[src/design/stl_pkg.sv]
`timescale 1ns / 1ps
`default_nettype none

package stl_pkg;

  // Default width of the line counter.
  localparam int LINE_BITS_DEF = 16;

  // Depth of the result queue.
  localparam int EVT_DEPTH = 4;

  // Event codes.
  localparam logic [1:0] EV_APPEND = 2'd0;
  localparam logic [1:0] EV_CLOSE  = 2'd1;
  localparam logic [1:0] EV_OP     = 2'd2;
  localparam logic [1:0] EV_BADESC = 2'd3;

  // Token types.
  localparam logic [2:0] TY_IDENT = 3'd0;
  localparam logic [2:0] TY_INT   = 3'd1;
  localparam logic [2:0] TY_DBL   = 3'd2;
  localparam logic [2:0] TY_STR   = 3'd3;
  localparam logic [2:0] TY_OP    = 3'd4;

  // Character codes.
  localparam logic [7:0] CH_NUL    = 8'h00;
  localparam logic [7:0] CH_TAB    = 8'h09;
  localparam logic [7:0] CH_LF     = 8'h0A;
  localparam logic [7:0] CH_CR     = 8'h0D;
  localparam logic [7:0] CH_SPACE  = 8'h20;
  localparam logic [7:0] CH_QUOTE  = 8'h22;
  localparam logic [7:0] CH_LPAR   = 8'h28;
  localparam logic [7:0] CH_RPAR   = 8'h29;
  localparam logic [7:0] CH_STAR   = 8'h2A;
  localparam logic [7:0] CH_PLUS   = 8'h2B;
  localparam logic [7:0] CH_COMMA  = 8'h2C;
  localparam logic [7:0] CH_MINUS  = 8'h2D;
  localparam logic [7:0] CH_DOT    = 8'h2E;
  localparam logic [7:0] CH_SLASH  = 8'h2F;
  localparam logic [7:0] CH_ZERO   = 8'h30;
  localparam logic [7:0] CH_NINE   = 8'h39;
  localparam logic [7:0] CH_SEMI   = 8'h3B;
  localparam logic [7:0] CH_LT     = 8'h3C;
  localparam logic [7:0] CH_EQ     = 8'h3D;
  localparam logic [7:0] CH_BSLASH = 8'h5C;
  localparam logic [7:0] CH_N      = 8'h6E;
  localparam logic [7:0] CH_R      = 8'h72;
  localparam logic [7:0] CH_T      = 8'h74;
  localparam logic [7:0] CH_LBRACE = 8'h7B;
  localparam logic [7:0] CH_RBRACE = 8'h7D;

  // One token event as it leaves the block.
  typedef struct packed {
    logic [1:0]  ev;
    logic [2:0]  ty;
    logic [7:0]  ch;
    logic [15:0] line;
    logic        last;
  } evt_t;

  // Events produced by one input byte, written into the result queue.
  typedef struct packed {
    logic [1:0] cnt;
    evt_t       e0;
    evt_t       e1;
  } push_t;

endpackage

`default_nettype wire

[src/design/stl_lexer.sv]
`timescale 1ns / 1ps
`default_nettype none

module stl_lexer #(
  parameter int LINE_BITS = stl_pkg::LINE_BITS_DEF
) (
  input  wire logic          clk_i,
  input  wire logic          rst_ni,
  input  wire logic          step_i,
  input  wire logic [7:0]    char_i,
  input  wire logic          end_i,
  output stl_pkg::push_t     push_o
);

  typedef enum logic [3:0] {
    M_WS,
    M_IDENT,
    M_INT,
    M_DBL,
    M_STR,
    M_ESC,
    M_PDBL,
    M_PCOM,
    M_COM
  } mode_e;

  localparam int LW = (LINE_BITS > 16) ? LINE_BITS : 16;

  mode_e                mode_q, mode_d;
  mode_e                m_eff;
  mode_e                cl_mode;
  logic [LINE_BITS-1:0] line_q, line_d, line_inc;
  logic                 dot_q, dot_d;
  logic [LW-1:0]        line_ext;
  logic [15:0]          line16;

  logic                 pre_v, cl_en, cl_v, it_v;
  stl_pkg::evt_t        pre_e, cl_e, it_e;
  logic                 in_str;

  // Line number as seen on events, and the saturating increment.
  assign line_ext = LW'(line_q);
  assign line16   = line_ext[15:0];
  assign line_inc = (line_q == '1) ? line_q : line_q + LINE_BITS'(1);

  // Event that closes whatever token is open in cl_mode, or emits a pending slash as an operator.
  always_comb begin
    cl_v = cl_en;
    cl_e = '{ev: stl_pkg::EV_CLOSE, ty: stl_pkg::TY_IDENT, ch: stl_pkg::CH_NUL,
             line: line16, last: 1'b0};
    case (cl_mode)
      M_IDENT: cl_e.ty = stl_pkg::TY_IDENT;
      M_INT:   cl_e.ty = stl_pkg::TY_INT;
      M_DBL:   cl_e.ty = stl_pkg::TY_DBL;
      M_STR, M_ESC: cl_e.ty = stl_pkg::TY_STR;
      M_PDBL:  cl_e.ty = dot_q ? stl_pkg::TY_DBL : stl_pkg::TY_OP;
      M_PCOM: begin
        cl_e.ev = stl_pkg::EV_OP;
        cl_e.ty = stl_pkg::TY_OP;
        cl_e.ch = stl_pkg::CH_SLASH;
      end
      default: cl_v = 1'b0;
    endcase
  end

  // Next-state and event selection for one byte.
  always_comb begin
    mode_d  = mode_q;
    line_d  = line_q;
    dot_d   = dot_q;
    pre_v   = 1'b0;
    cl_en   = 1'b0;
    it_v    = 1'b0;
    m_eff   = mode_q;
    cl_mode = mode_q;
    in_str  = 1'b0;
    pre_e = '{ev: stl_pkg::EV_OP, ty: stl_pkg::TY_OP, ch: stl_pkg::CH_SLASH,
              line: line16, last: 1'b0};
    it_e  = '{ev: stl_pkg::EV_APPEND, ty: stl_pkg::TY_IDENT, ch: char_i,
              line: line16, last: 1'b0};

    if (end_i) begin
      // Flush the open token and start afresh.
      cl_en  = 1'b1;
      mode_d = M_WS;
      dot_d  = 1'b0;
      line_d = LINE_BITS'(1);
    end else if (mode_q == M_ESC) begin
      // Escape translation inside a string.
      it_v   = 1'b1;
      mode_d = M_STR;
      case (char_i)
        stl_pkg::CH_N:      it_e.ch = stl_pkg::CH_LF;
        stl_pkg::CH_R:      it_e.ch = stl_pkg::CH_CR;
        stl_pkg::CH_T:      it_e.ch = stl_pkg::CH_TAB;
        stl_pkg::CH_BSLASH: it_e.ch = stl_pkg::CH_BSLASH;
        default:            it_e.ev = stl_pkg::EV_BADESC;
      endcase
    end else if (mode_q == M_COM) begin
      // Comment text is dropped up to the line break.
      if (char_i == stl_pkg::CH_CR || char_i == stl_pkg::CH_LF) begin
        mode_d = M_WS;
        line_d = line_inc;
      end
    end else if (mode_q == M_PCOM && char_i == stl_pkg::CH_SLASH) begin
      mode_d = M_COM;
    end else begin
      // A pending lone slash goes out first, then the byte is handled.
      pre_v   = (mode_q == M_PCOM);
      m_eff   = pre_v ? M_WS : mode_q;
      cl_mode = m_eff;
      mode_d  = m_eff;
      in_str  = (m_eff == M_STR);
      if (char_i inside {[stl_pkg::CH_ZERO:stl_pkg::CH_NINE]}) begin
        it_v = 1'b1;
        if (m_eff == M_WS) begin
          mode_d = M_INT;
        end else if (m_eff == M_PDBL) begin
          mode_d = M_DBL;
        end
      end else if (char_i == stl_pkg::CH_DOT) begin
        if (m_eff == M_WS) begin
          mode_d = M_PDBL;
          dot_d  = 1'b0;
          it_v   = 1'b1;
        end else if (m_eff == M_INT) begin
          mode_d = M_DBL;
          it_v   = 1'b1;
        end else if (in_str) begin
          it_v = 1'b1;
        end else begin
          cl_en   = 1'b1;
          mode_d  = M_WS;
          dot_d   = 1'b0;
          it_v    = 1'b1;
          it_e.ev = stl_pkg::EV_OP;
          it_e.ty = stl_pkg::TY_OP;
        end
      end else if (char_i inside {stl_pkg::CH_LBRACE, stl_pkg::CH_RBRACE,
                                  stl_pkg::CH_LPAR, stl_pkg::CH_RPAR,
                                  stl_pkg::CH_EQ, stl_pkg::CH_PLUS,
                                  stl_pkg::CH_MINUS, stl_pkg::CH_STAR,
                                  stl_pkg::CH_LT, stl_pkg::CH_SEMI,
                                  stl_pkg::CH_COMMA}) begin
        it_v = 1'b1;
        if (!in_str) begin
          cl_en   = 1'b1;
          mode_d  = M_WS;
          dot_d   = 1'b0;
          it_e.ev = stl_pkg::EV_OP;
          it_e.ty = stl_pkg::TY_OP;
        end
      end else if (char_i == stl_pkg::CH_SPACE || char_i == stl_pkg::CH_TAB) begin
        if (in_str) begin
          it_v = 1'b1;
        end else begin
          cl_en  = 1'b1;
          mode_d = M_WS;
          dot_d  = 1'b0;
        end
      end else if (char_i == stl_pkg::CH_CR || char_i == stl_pkg::CH_LF) begin
        cl_en  = 1'b1;
        mode_d = M_WS;
        dot_d  = 1'b0;
        line_d = line_inc;
      end else if (char_i == stl_pkg::CH_QUOTE) begin
        cl_en  = 1'b1;
        dot_d  = 1'b0;
        mode_d = in_str ? M_WS : M_STR;
      end else if (char_i == stl_pkg::CH_BSLASH) begin
        if (in_str) begin
          mode_d = M_ESC;
        end else begin
          cl_en   = 1'b1;
          mode_d  = M_WS;
          dot_d   = 1'b0;
          it_v    = 1'b1;
          it_e.ev = stl_pkg::EV_OP;
          it_e.ty = stl_pkg::TY_OP;
        end
      end else if (char_i == stl_pkg::CH_SLASH) begin
        if (in_str) begin
          it_v = 1'b1;
        end else begin
          cl_en  = 1'b1;
          dot_d  = 1'b0;
          mode_d = M_PCOM;
        end
      end else begin
        // Any other byte belongs to an identifier or the open token.
        it_v = 1'b1;
        if (m_eff == M_WS || m_eff == M_INT || m_eff == M_DBL) begin
          cl_en  = 1'b1;
          dot_d  = 1'b0;
          mode_d = M_IDENT;
        end else if (m_eff == M_PDBL) begin
          dot_d = 1'b1;
        end
      end
    end
  end

  // Pack the candidate events into at most two slots and mark the final one.
  always_comb begin
    push_o = '0;
    if (pre_v) begin
      push_o.e0 = pre_e;
      push_o.e1 = cl_v ? cl_e : it_e;
      push_o.cnt = (cl_v || it_v) ? 2'd2 : 2'd1;
    end else begin
      push_o.e0 = cl_v ? cl_e : it_e;
      push_o.e1 = it_e;
      push_o.cnt = 2'(cl_v) + 2'(it_v);
    end
    if (push_o.cnt == 2'd2) begin
      push_o.e1.last = 1'b1;
    end else begin
      push_o.e0.last = 1'b1;
    end
    if (!step_i) begin
      push_o.cnt = 2'd0;
    end
  end

  // Lexer state.
  always_ff @(posedge clk_i or negedge rst_ni) begin
    if (!rst_ni) begin
      mode_q <= M_WS;
      line_q <= LINE_BITS'(1);
      dot_q  <= 1'b0;
    end else if (step_i) begin
      mode_q <= mode_d;
      line_q <= line_d;
      dot_q  <= dot_d;
    end
  end

endmodule

`default_nettype wire

[src/design/stl_evt_fifo.sv]
`timescale 1ns / 1ps
`default_nettype none

module stl_evt_fifo (
  input  wire logic           clk_i,
  input  wire logic           rst_ni,
  input  wire stl_pkg::push_t push_i,
  output logic                room_o,
  input  wire logic           pop_i,
  output stl_pkg::evt_t       head_o,
  output logic                valid_o
);

  localparam int DEPTH = stl_pkg::EVT_DEPTH;
  localparam int PTR_W = $clog2(DEPTH);
  localparam int CNT_W = $clog2(DEPTH + 1);

  stl_pkg::evt_t    mem_q [DEPTH];
  logic [PTR_W-1:0] wr_ptr_q, rd_ptr_q, wr_ptr_nx;
  logic [CNT_W-1:0] count_q, count_d;

  // Room for the largest burst one byte can cause.
  assign room_o    = (count_q <= CNT_W'(DEPTH - 2));
  assign valid_o   = (count_q != '0);
  assign head_o    = mem_q[rd_ptr_q];
  assign wr_ptr_nx = wr_ptr_q + PTR_W'(1);
  assign count_d   = count_q + CNT_W'(push_i.cnt) - CNT_W'(pop_i);

  // Entry storage, up to two writes per cycle.
  always_ff @(posedge clk_i) begin
    if (push_i.cnt != 2'd0) begin
      mem_q[wr_ptr_q] <= push_i.e0;
    end
    if (push_i.cnt == 2'd2) begin
      mem_q[wr_ptr_nx] <= push_i.e1;
    end
  end

  // Pointers and fill level.
  always_ff @(posedge clk_i or negedge rst_ni) begin
    if (!rst_ni) begin
      wr_ptr_q <= '0;
      rd_ptr_q <= '0;
      count_q  <= '0;
    end else begin
      wr_ptr_q <= wr_ptr_q + PTR_W'(push_i.cnt);
      rd_ptr_q <= rd_ptr_q + PTR_W'(pop_i);
      count_q  <= count_d;
    end
  end

endmodule

`default_nettype wire

[src/design/source_text_lexer_core.sv]
// Streaming source text lexer.
// The slave stream carries one source byte per request in s_axis_tdata; a
// request with s_axis_tlast high marks end of input, its byte is ignored and
// the open token is flushed. The master stream carries token events: the
// event code and token type in m_axis_tuser, the character and line number
// in m_axis_tdata, and m_axis_tlast on the final event caused by one byte.
// A request is registered on acceptance and lexed once the queue has room
// for a full burst; its zero to two events then enter a four-entry result
// queue. The first event reaches the master stream through the input
// register and the queue.
// Throughput is one byte per cycle while each byte causes at most one event
// and the receiver does not stall; a byte causing two events needs two
// transfers on the single result port draining the queue.
// Reset returns the lexer to whitespace with line one and empties the queue.
// When the receiver stalls, the queue fills and s_axis_tready drops once a
// byte waits and fewer than two entries are free; nothing is lost.
`timescale 1ns / 1ps
`default_nettype none

module source_text_lexer_core #(
  parameter int LINE_BITS = stl_pkg::LINE_BITS_DEF
) (
  input  wire logic        clk_i,
  input  wire logic        rst_ni,
  input  wire logic        s_axis_tvalid,
  output logic             s_axis_tready,
  input  wire logic [7:0]  s_axis_tdata,   // [7:0] char_in
  input  wire logic        s_axis_tlast,   // is_end
  output logic             m_axis_tvalid,
  input  wire logic        m_axis_tready,
  output logic [23:0]      m_axis_tdata,   // [7:0] char_out, [23:8] line_number
  output logic [4:0]       m_axis_tuser,   // [1:0] event_res, [4:2] token_type
  output logic             m_axis_tlast    // last
);

  logic           in_vld_q, in_vld_d;
  logic [7:0]     in_char_q;
  logic           in_end_q;
  logic           in_take;
  logic           step;
  logic           room;
  stl_pkg::push_t push;
  stl_pkg::evt_t  head;

  // Input register moves on whenever the queue can absorb a full burst.
  assign step          = in_vld_q && room;
  assign s_axis_tready = !in_vld_q || step;
  assign in_take       = s_axis_tvalid && s_axis_tready;
  assign in_vld_d      = in_take ? 1'b1 : (step ? 1'b0 : in_vld_q);

  always_ff @(posedge clk_i or negedge rst_ni) begin
    if (!rst_ni) begin
      in_vld_q <= 1'b0;
    end else begin
      in_vld_q <= in_vld_d;
    end
  end

  always_ff @(posedge clk_i) begin
    if (in_take) begin
      in_char_q <= s_axis_tdata;
      in_end_q  <= s_axis_tlast;
    end
  end

  // Lexer state machine and event generation.
  stl_lexer #(
    .LINE_BITS(LINE_BITS)
  ) u_lexer (
    .clk_i  (clk_i),
    .rst_ni (rst_ni),
    .step_i (step),
    .char_i (in_char_q),
    .end_i  (in_end_q),
    .push_o (push)
  );

  // Result queue.
  stl_evt_fifo u_fifo (
    .clk_i   (clk_i),
    .rst_ni  (rst_ni),
    .push_i  (push),
    .room_o  (room),
    .pop_i   (m_axis_tvalid && m_axis_tready),
    .head_o  (head),
    .valid_o (m_axis_tvalid)
  );

  // Output packing.
  assign m_axis_tdata = {head.line, head.ch};
  assign m_axis_tuser = {head.ty, head.ev};
  assign m_axis_tlast = head.last;

endmodule

`default_nettype wire

[config.mk]
export PLATFORM = sky130hd
export DESIGN_NAME = source_text_lexer_core
export DESIGN_NICKNAME = d
export VERILOG_FILES = /design/src/design/stl_pkg.sv /design/src/design/stl_lexer.sv /design/src/design/stl_evt_fifo.sv /design/src/design/source_text_lexer_core.sv
export SDC_FILE = /design/constraint.sdc
export NUM_CORES = 1
export LEC_CHECK = 0
export ABC_CLOCK_PERIOD_IN_PS = 15300
export BUFFER_PORTS_ARGS = -buffer_cell sky130_fd_sc_hd__buf_4
export CAP_MARGIN = 40
export CORE_ASPECT_RATIO = 0.7
export CORE_MARGIN = 3
export CORE_UTILIZATION = 40
export DETAILED_ROUTE_END_ITERATION = 8
export PLACE_DENSITY = 0.59
export SLEW_MARGIN = 10
export SYNTH_ARGS = -nofsm -noshare
export SYNTH_HDL_FRONTEND = slang
export SYNTH_SLANG_ARGS = --single-unit
[constraint.sdc]
create_clock -name clk_i -period 15.3 [get_ports clk_i]
set_input_delay 1.53 -clock clk_i [delete_from_list [all_inputs] [get_ports clk_i]]
set_output_delay 1.53 -clock clk_i [all_outputs]
set_load 0.03 [all_outputs]
Word level (Yosys, flattened, before mapping)

Memories as Yosys holds them, arrays and structs flattened.
Cells that the tools add are included.

Add/sub/neg operators: 7
$mul: 0
Divide/modulo/power cells: 0
$lt $le $gt $ge: 3
Equal/unequal tests: 50
Shift operators: 0
Mux-type cells: 122
Bitwise operators: 0
Reduce and logical (&&, ||, !) cells: 24

Operators by type and width:

| cell                  | number |
|---|---|
| $mux 16               | 10 |
| $eq 8x6->1 const B    | 13 |
| $mux 4                | 25 |
| $mux 62               | 1 |
| $mux 5                | 12 |
| $mux 1                | 59 |
| $eq 8x7->1 const B    | 6 |
| $eq 4x3->1 const B    | 8 |
| $pmux 8 s4            | 1 |
| $mux 30               | 1 |
| $eq 8x4->1 const B    | 3 |
| $add 16x1->16 const B | 1 |
| $eq 16x16->1 const B  | 1 |
| $eq 4x2->1 const B    | 4 |
| $ne 3x2->1 const B    | 5 |
| $pmux 3 s5            | 1 |
| $reduce_and 7->1      | 2 |
| $mux 13               | 1 |
| $mux 3                | 4 |
| $reduce_bool 11->1    | 1 |
| $mux 2                | 5 |
| $reduce_bool 10->1    | 1 |
| $ge 8x6->1 const B    | 1 |
| $le 8x6->1 const B    | 1 |
| other kinds (24)      | 39 |

Register bits after elaboration: 38
Bits in latches: 0
Bits in writable memories: 120
ROM bits: 0
Output and inout port bits: 32
Logic and storage cells: 216
Memories: 1

Memory list:

| memory       | depth | width | rd ports | clocked after memory_dff | write ports | line               | RTL |
|---|---|---|---|---|---|---|---|
| u_fifo.mem_q | 4     | 30    | 1        | 0                        | 2           | stl_evt_fifo.sv:18 | `stl_pkg::evt_t mem_q [DEPTH];` |

Logic depth before layout (Yosys ltp)

Depth in word-level cells: 26
Mapped depth: 22

Hierarchy

A second synthesis with hierarchy kept.

Cells, all modules: 681
Area total of the unflattened synthesis: 9,292.7 sq um

By module, submodules not included:

| module                 | times used | cells each | area an instance (sq um) | seq. area each (sq um) |
|---|---|---|---|---|
| stl_evt_fifo           | 1          | 327        | 6,472.5                  | 3,778.6 |
| stl_lexer              | 1          | 339        | 2,483.6                  | 526.8 |
| source_text_lexer_core | 1          | 15         | 336.6                    | 295.3 |

Worst setup path before layout

No wires, ideal clock.

Path kind: register to register
Start: register in_char_q[3]
End: memory u_fifo.mem_q[0][0] (netlist bit) (enable)
Setup time: 501 ps
Arrival: 5,624 ps
Slack: 9,175 ps
Cell stages (with the launch flop): 12
Clock period less this slack: 6,125 ps
Cells stage by stage: edfxtp_1 > or3b_1 > a2111oi_2 > a21oi_2 > o221a_2 > and3_1 > buf_6 > nand2_1 > inv_1 > ha_1 > nor3_1 > o41ai_1

RTL lines:

| what                     | line                         | RTL |
|---|---|---|
| start: declaration       | source_text_lexer_core.sv:37 | `logic [7:0] in_char_q;` |
| start signal: assignment | source_text_lexer_core.sv:61 | `in_char_q <= s_axis_tdata;` |
| end: declaration         | stl_evt_fifo.sv:18           |  |

==> flow_summary_export.csv <==
group,metric,value,unit
detailed_routing,firstDrtPassIters,7,
power_and_ir_drop,p_per_area,199,nW/um^2
setup_path,worst-path-max-fanout,20,
detailed_routing,drt_iter0_markers,511,
cts,hold_buffers,0,
die,dieWidth,173,um
timing,hold_ws,0.466,ns
power_and_ir_drop,vdd_drop_max,115,uV
cts,clockBufferDepth,2,
detailed_routing,post-route-drc-count,0,
cts,cts_resized,0,
setup_path,rr_worst_depth,12,
global_routing,grt_pass1_vias,5042,
yosys,synthAdderAreaFrac,1.54,%
power_and_ir_drop,comb_power_share,40.1,%
finish,area_growth,14.8,%
yosys,yosysMostFrequentCell,"edfxtp_1",
cts,post_cts_buffers,0,
yosys,yosysTopAreaCellShare,49.8,%
timing,clock.fmax,189,MHz
timing,max_slew_margin,41.5,%
setup_path,crit_type,"flop to flop",
detailed_routing,ant_nets,0,
finish,nets,650,
cts,htree_levels,4,
yosys,synth_area_leader_cell,"edfxtp_1",
die,io_pins,45,
detailed_routing,num_vias,5171,
power_and_ir_drop,switchingPower,701,uW
flow_run,drv_cap,0,
cts,cts.sink_count,158,
power_and_ir_drop,power_frac_seq,37.6,%
die,core,19000,um^2
timing,slew_violations,0,
yosys,synth_compound_area_share,12.0,%
yosys,syn_avg_cell_area,13.3,um^2
timing,setup_viol,0,
die,rows,42,
global_routing,grt_first_pass_wirelength,29900,um
finish,drive_above_1_share,23.9,%
cts,cts_tree,"yes",
timing,final.setup_skew,0.00843,ns
timing,finalSetupTns,0,ns
yosys,synth.top_cells.by_area,"edfxtp_1, dfrtp_1, mux4_2, nor2_1, nand2_1",
detailed_routing,wirelength,18700,um
cts,cts_buffers,17,
power_and_ir_drop,switching_share,39.3,%
timing,worst_pin_slew,0.873,ns
outcome,status,"complete, no violations",
setup_path,cp_cell_sequence,"or4b_1 > or2_1 > nand3_1 > o221a_2 > and3_1 > nand2_1 > ha_1 > a2111oi_1 > a31oi_2 > nor3_4 > a21o_1 > buf_4",
finish,antenna_cells,0,
power_and_ir_drop,p_int,1.08,mW
timing,fin_crit_sh,34.6,%
die,initial_utilization,40.9,%
hold_path,min-delay-path-class,"flop to flop",
global_routing,grtUsageTotal,18.3,%
setup_path,worst_ep_arrival_time,5.38,ns
yosys,ys_seq_area_share,59.1,%
global_routing,grt_max_degree,31,
yosys,ys_warn_count,0,
yosys,synthTopCellsByCount,"edfxtp_1, nor2_1, nand2_1, mux4_2, dfrtp_1",
hold_path,min_path_cells,1,
detailed_routing,routed_via_density,5.71,
yosys,synth_ff_type,"edfxtp_1",
yosys,syn_nets,609,
yosys,ys_seq_elements,158,
setup_path,max_stage_delay,0.75,ns
setup_path,end_kind,"flop",
setup_path,crit_required,15.40,ns
global_routing,antenna_found_initial,0,
detailed_routing,wl_per_cell,20.7,um
power_and_ir_drop,power_frac_clock,22.3,%
global_routing,overflow,0,
die,dieArea,21200,um^2
placed_design,io_buffers,44,
yosys,ys_async_sr_fraction,18.4,%
yosys,synth_top_family_by_area,"simple AND/OR/NAND/NOR gates",
timing,hold_viol_final,0,
finish,fillers,1702,
power_and_ir_drop,leakage,3.11,nW
yosys,synth_cell_type_count,82,
yosys,synth_edf_count,129,
setup_path,cp_slowest_cell,"or4b_1",
setup_path,r2r_slack,10.01,ns
yosys,synth-simple-area-share,13.8,%
cts,root_buffer,"clkbuf_16",
setup_path,start_kind,"flop",
placed_design,hpwl,12800,um
cts,clk-insertion-delay-late,0.42,ns
timing,rsz0062_at_grt,"no",
yosys,synthXorXnorAreaFrac,1.80,%
yosys,syn-instance-count,587,
yosys,synth_area,7780,um^2
timing,layout_min_cycle_time,5.29,ns
die,die_h,123,um
placed_design,gp_congestion,0.880,
yosys,synth.mux.area_fraction,9.10,%
cts,clk_pin_slew,0.07,ns
## final cells by class
class / count / area [um^2] / share of cell area (%)
Sequential cell: 158 / 4600 / 51.5
Timing Repair Buffer: 51 / 395 / 4.43
Tap cell: 264 / 330 / 3.70
Multi-Input combinational cell: 383 / 2990 / 33.5
Inverter: 17 / 63.8 / 0.714
Clock inverter: 15 / 128 / 1.43
Clock buffer: 17 / 425 / 4.76
## layer usage
metal,wire length [um],global-route usage (%)
met1,9270,28.7
met2,8090,26.2
met3,1260,4.45
met4,114,3.29
met5,0,0
## power groups by stage
| stage | clock network, mW | registers, mW | logic, mW |
|---|---|---|---|
| global placement | 0 | 0.690 | 0.685 |
| floorplan | 0 | 0.631 | 0.536 |
| global route | 0.422 | 0.683 | 0.775 |
| finish | 0.397 | 0.670 | 0.714 |
| detailed placement | 0 | 0.677 | 0.716 |
| CTS | 0.402 | 0.669 | 0.720 |
## stage by stage
step / util (%) / setup slack [ns] / area (um^2) / std cells / total power [mW]
6_report: 47.0 / 10.01 / 8930 / 905 / 1.78
5_1_grt: 47.0 / 9.64 / 8930 / 905 / 1.88
4_1_cts: 47.0 / 10.02 / 8930 / 905 / 1.79
3_5_place_dp: 44.1 / 10.07 / 8380 / 873 / 1.39
3_3_place_gp: 43.9 / 10.25 / 8360 / 872 / 1.38
2_1_floorplan: - / 9.18 / 7780 / 587 / 1.17
## worst paths after layout
path | start | end
setup / recovery | in_char_q[4]$_DFFE_PP_ | u_fifo.mem_q[2][24]$_DFFE_PP_
hold / removal | u_fifo.rd_ptr_q[1]$_DFF_PN0_ | u_fifo.rd_ptr_q[1]$_DFF_PN0_
setup reg to reg | in_char_q[4]$_DFFE_PP_ | u_fifo.mem_q[2][24]$_DFFE_PP_
hold reg to reg | u_fifo.rd_ptr_q[1]$_DFF_PN0_ | u_fifo.rd_ptr_q[1]$_DFF_PN0_
max in group asynchronous | rst_ni | u_lexer.line16[0]$_DFFE_PN1P_
min in group asynchronous | rst_ni | in_vld_q$_DFFE_PN0P_
## logic make-up after synthesis
group,count (synthesis)
compound gates,130
fa+ha+maj,9
mux,33
simple gates,195
buf+inv,46
flops,158
xor+xnor,16
## worst max-delay path, delay by kind of cell (launching register included)
| kind | cells | cell delay, ns |
|---|---|---|
| AOI/OAI and AO/OA | 4 | 1.49 |
| and+or+nand+nor | 6 | 2.24 |
| DFF | 1 | 0.58 |
| adders and majority gates | 1 | 0.23 |
| buffers and inverters | 1 | 0.41 |
## state kept, by name, summed over array words and instances (netlist names)
signal / cells
u_fifo.wr_ptr_q: 2
u_lexer.mode_q: 4
in_char_q: 8
u_lexer.line16: 16
u_fifo.rd_ptr_q: 2
u_fifo.mem_q: 120
u_fifo.count_q: 3
in_vld_q: 1
in_end_q: 1
u_lexer.dot_q: 1
## cell usage in the layout (no fill, tap or decap), types with 6 or more instances in the layout
master and instances:
clkbuf_16 17, mux4_2 30, a21oi_1 25, nor2_2 6, o31ai_1 9, nor2b_1 8
o211ai_1 9, and2_1 12, xor2_1 9, nand2b_1 7, ha_1 8, nor3_1 11
nand4_1 6, or3_1 6, nand3_1 10, xnor2_1 7, o21ai_0 26, edfxtp_1 129
buf_4 50, o21ai_1 17, nand2_1 42, dfrtp_1 27, and3_1 6, inv_1 17
nor2_1 45
No activity file was read; power rests on OpenSTA's default activity.
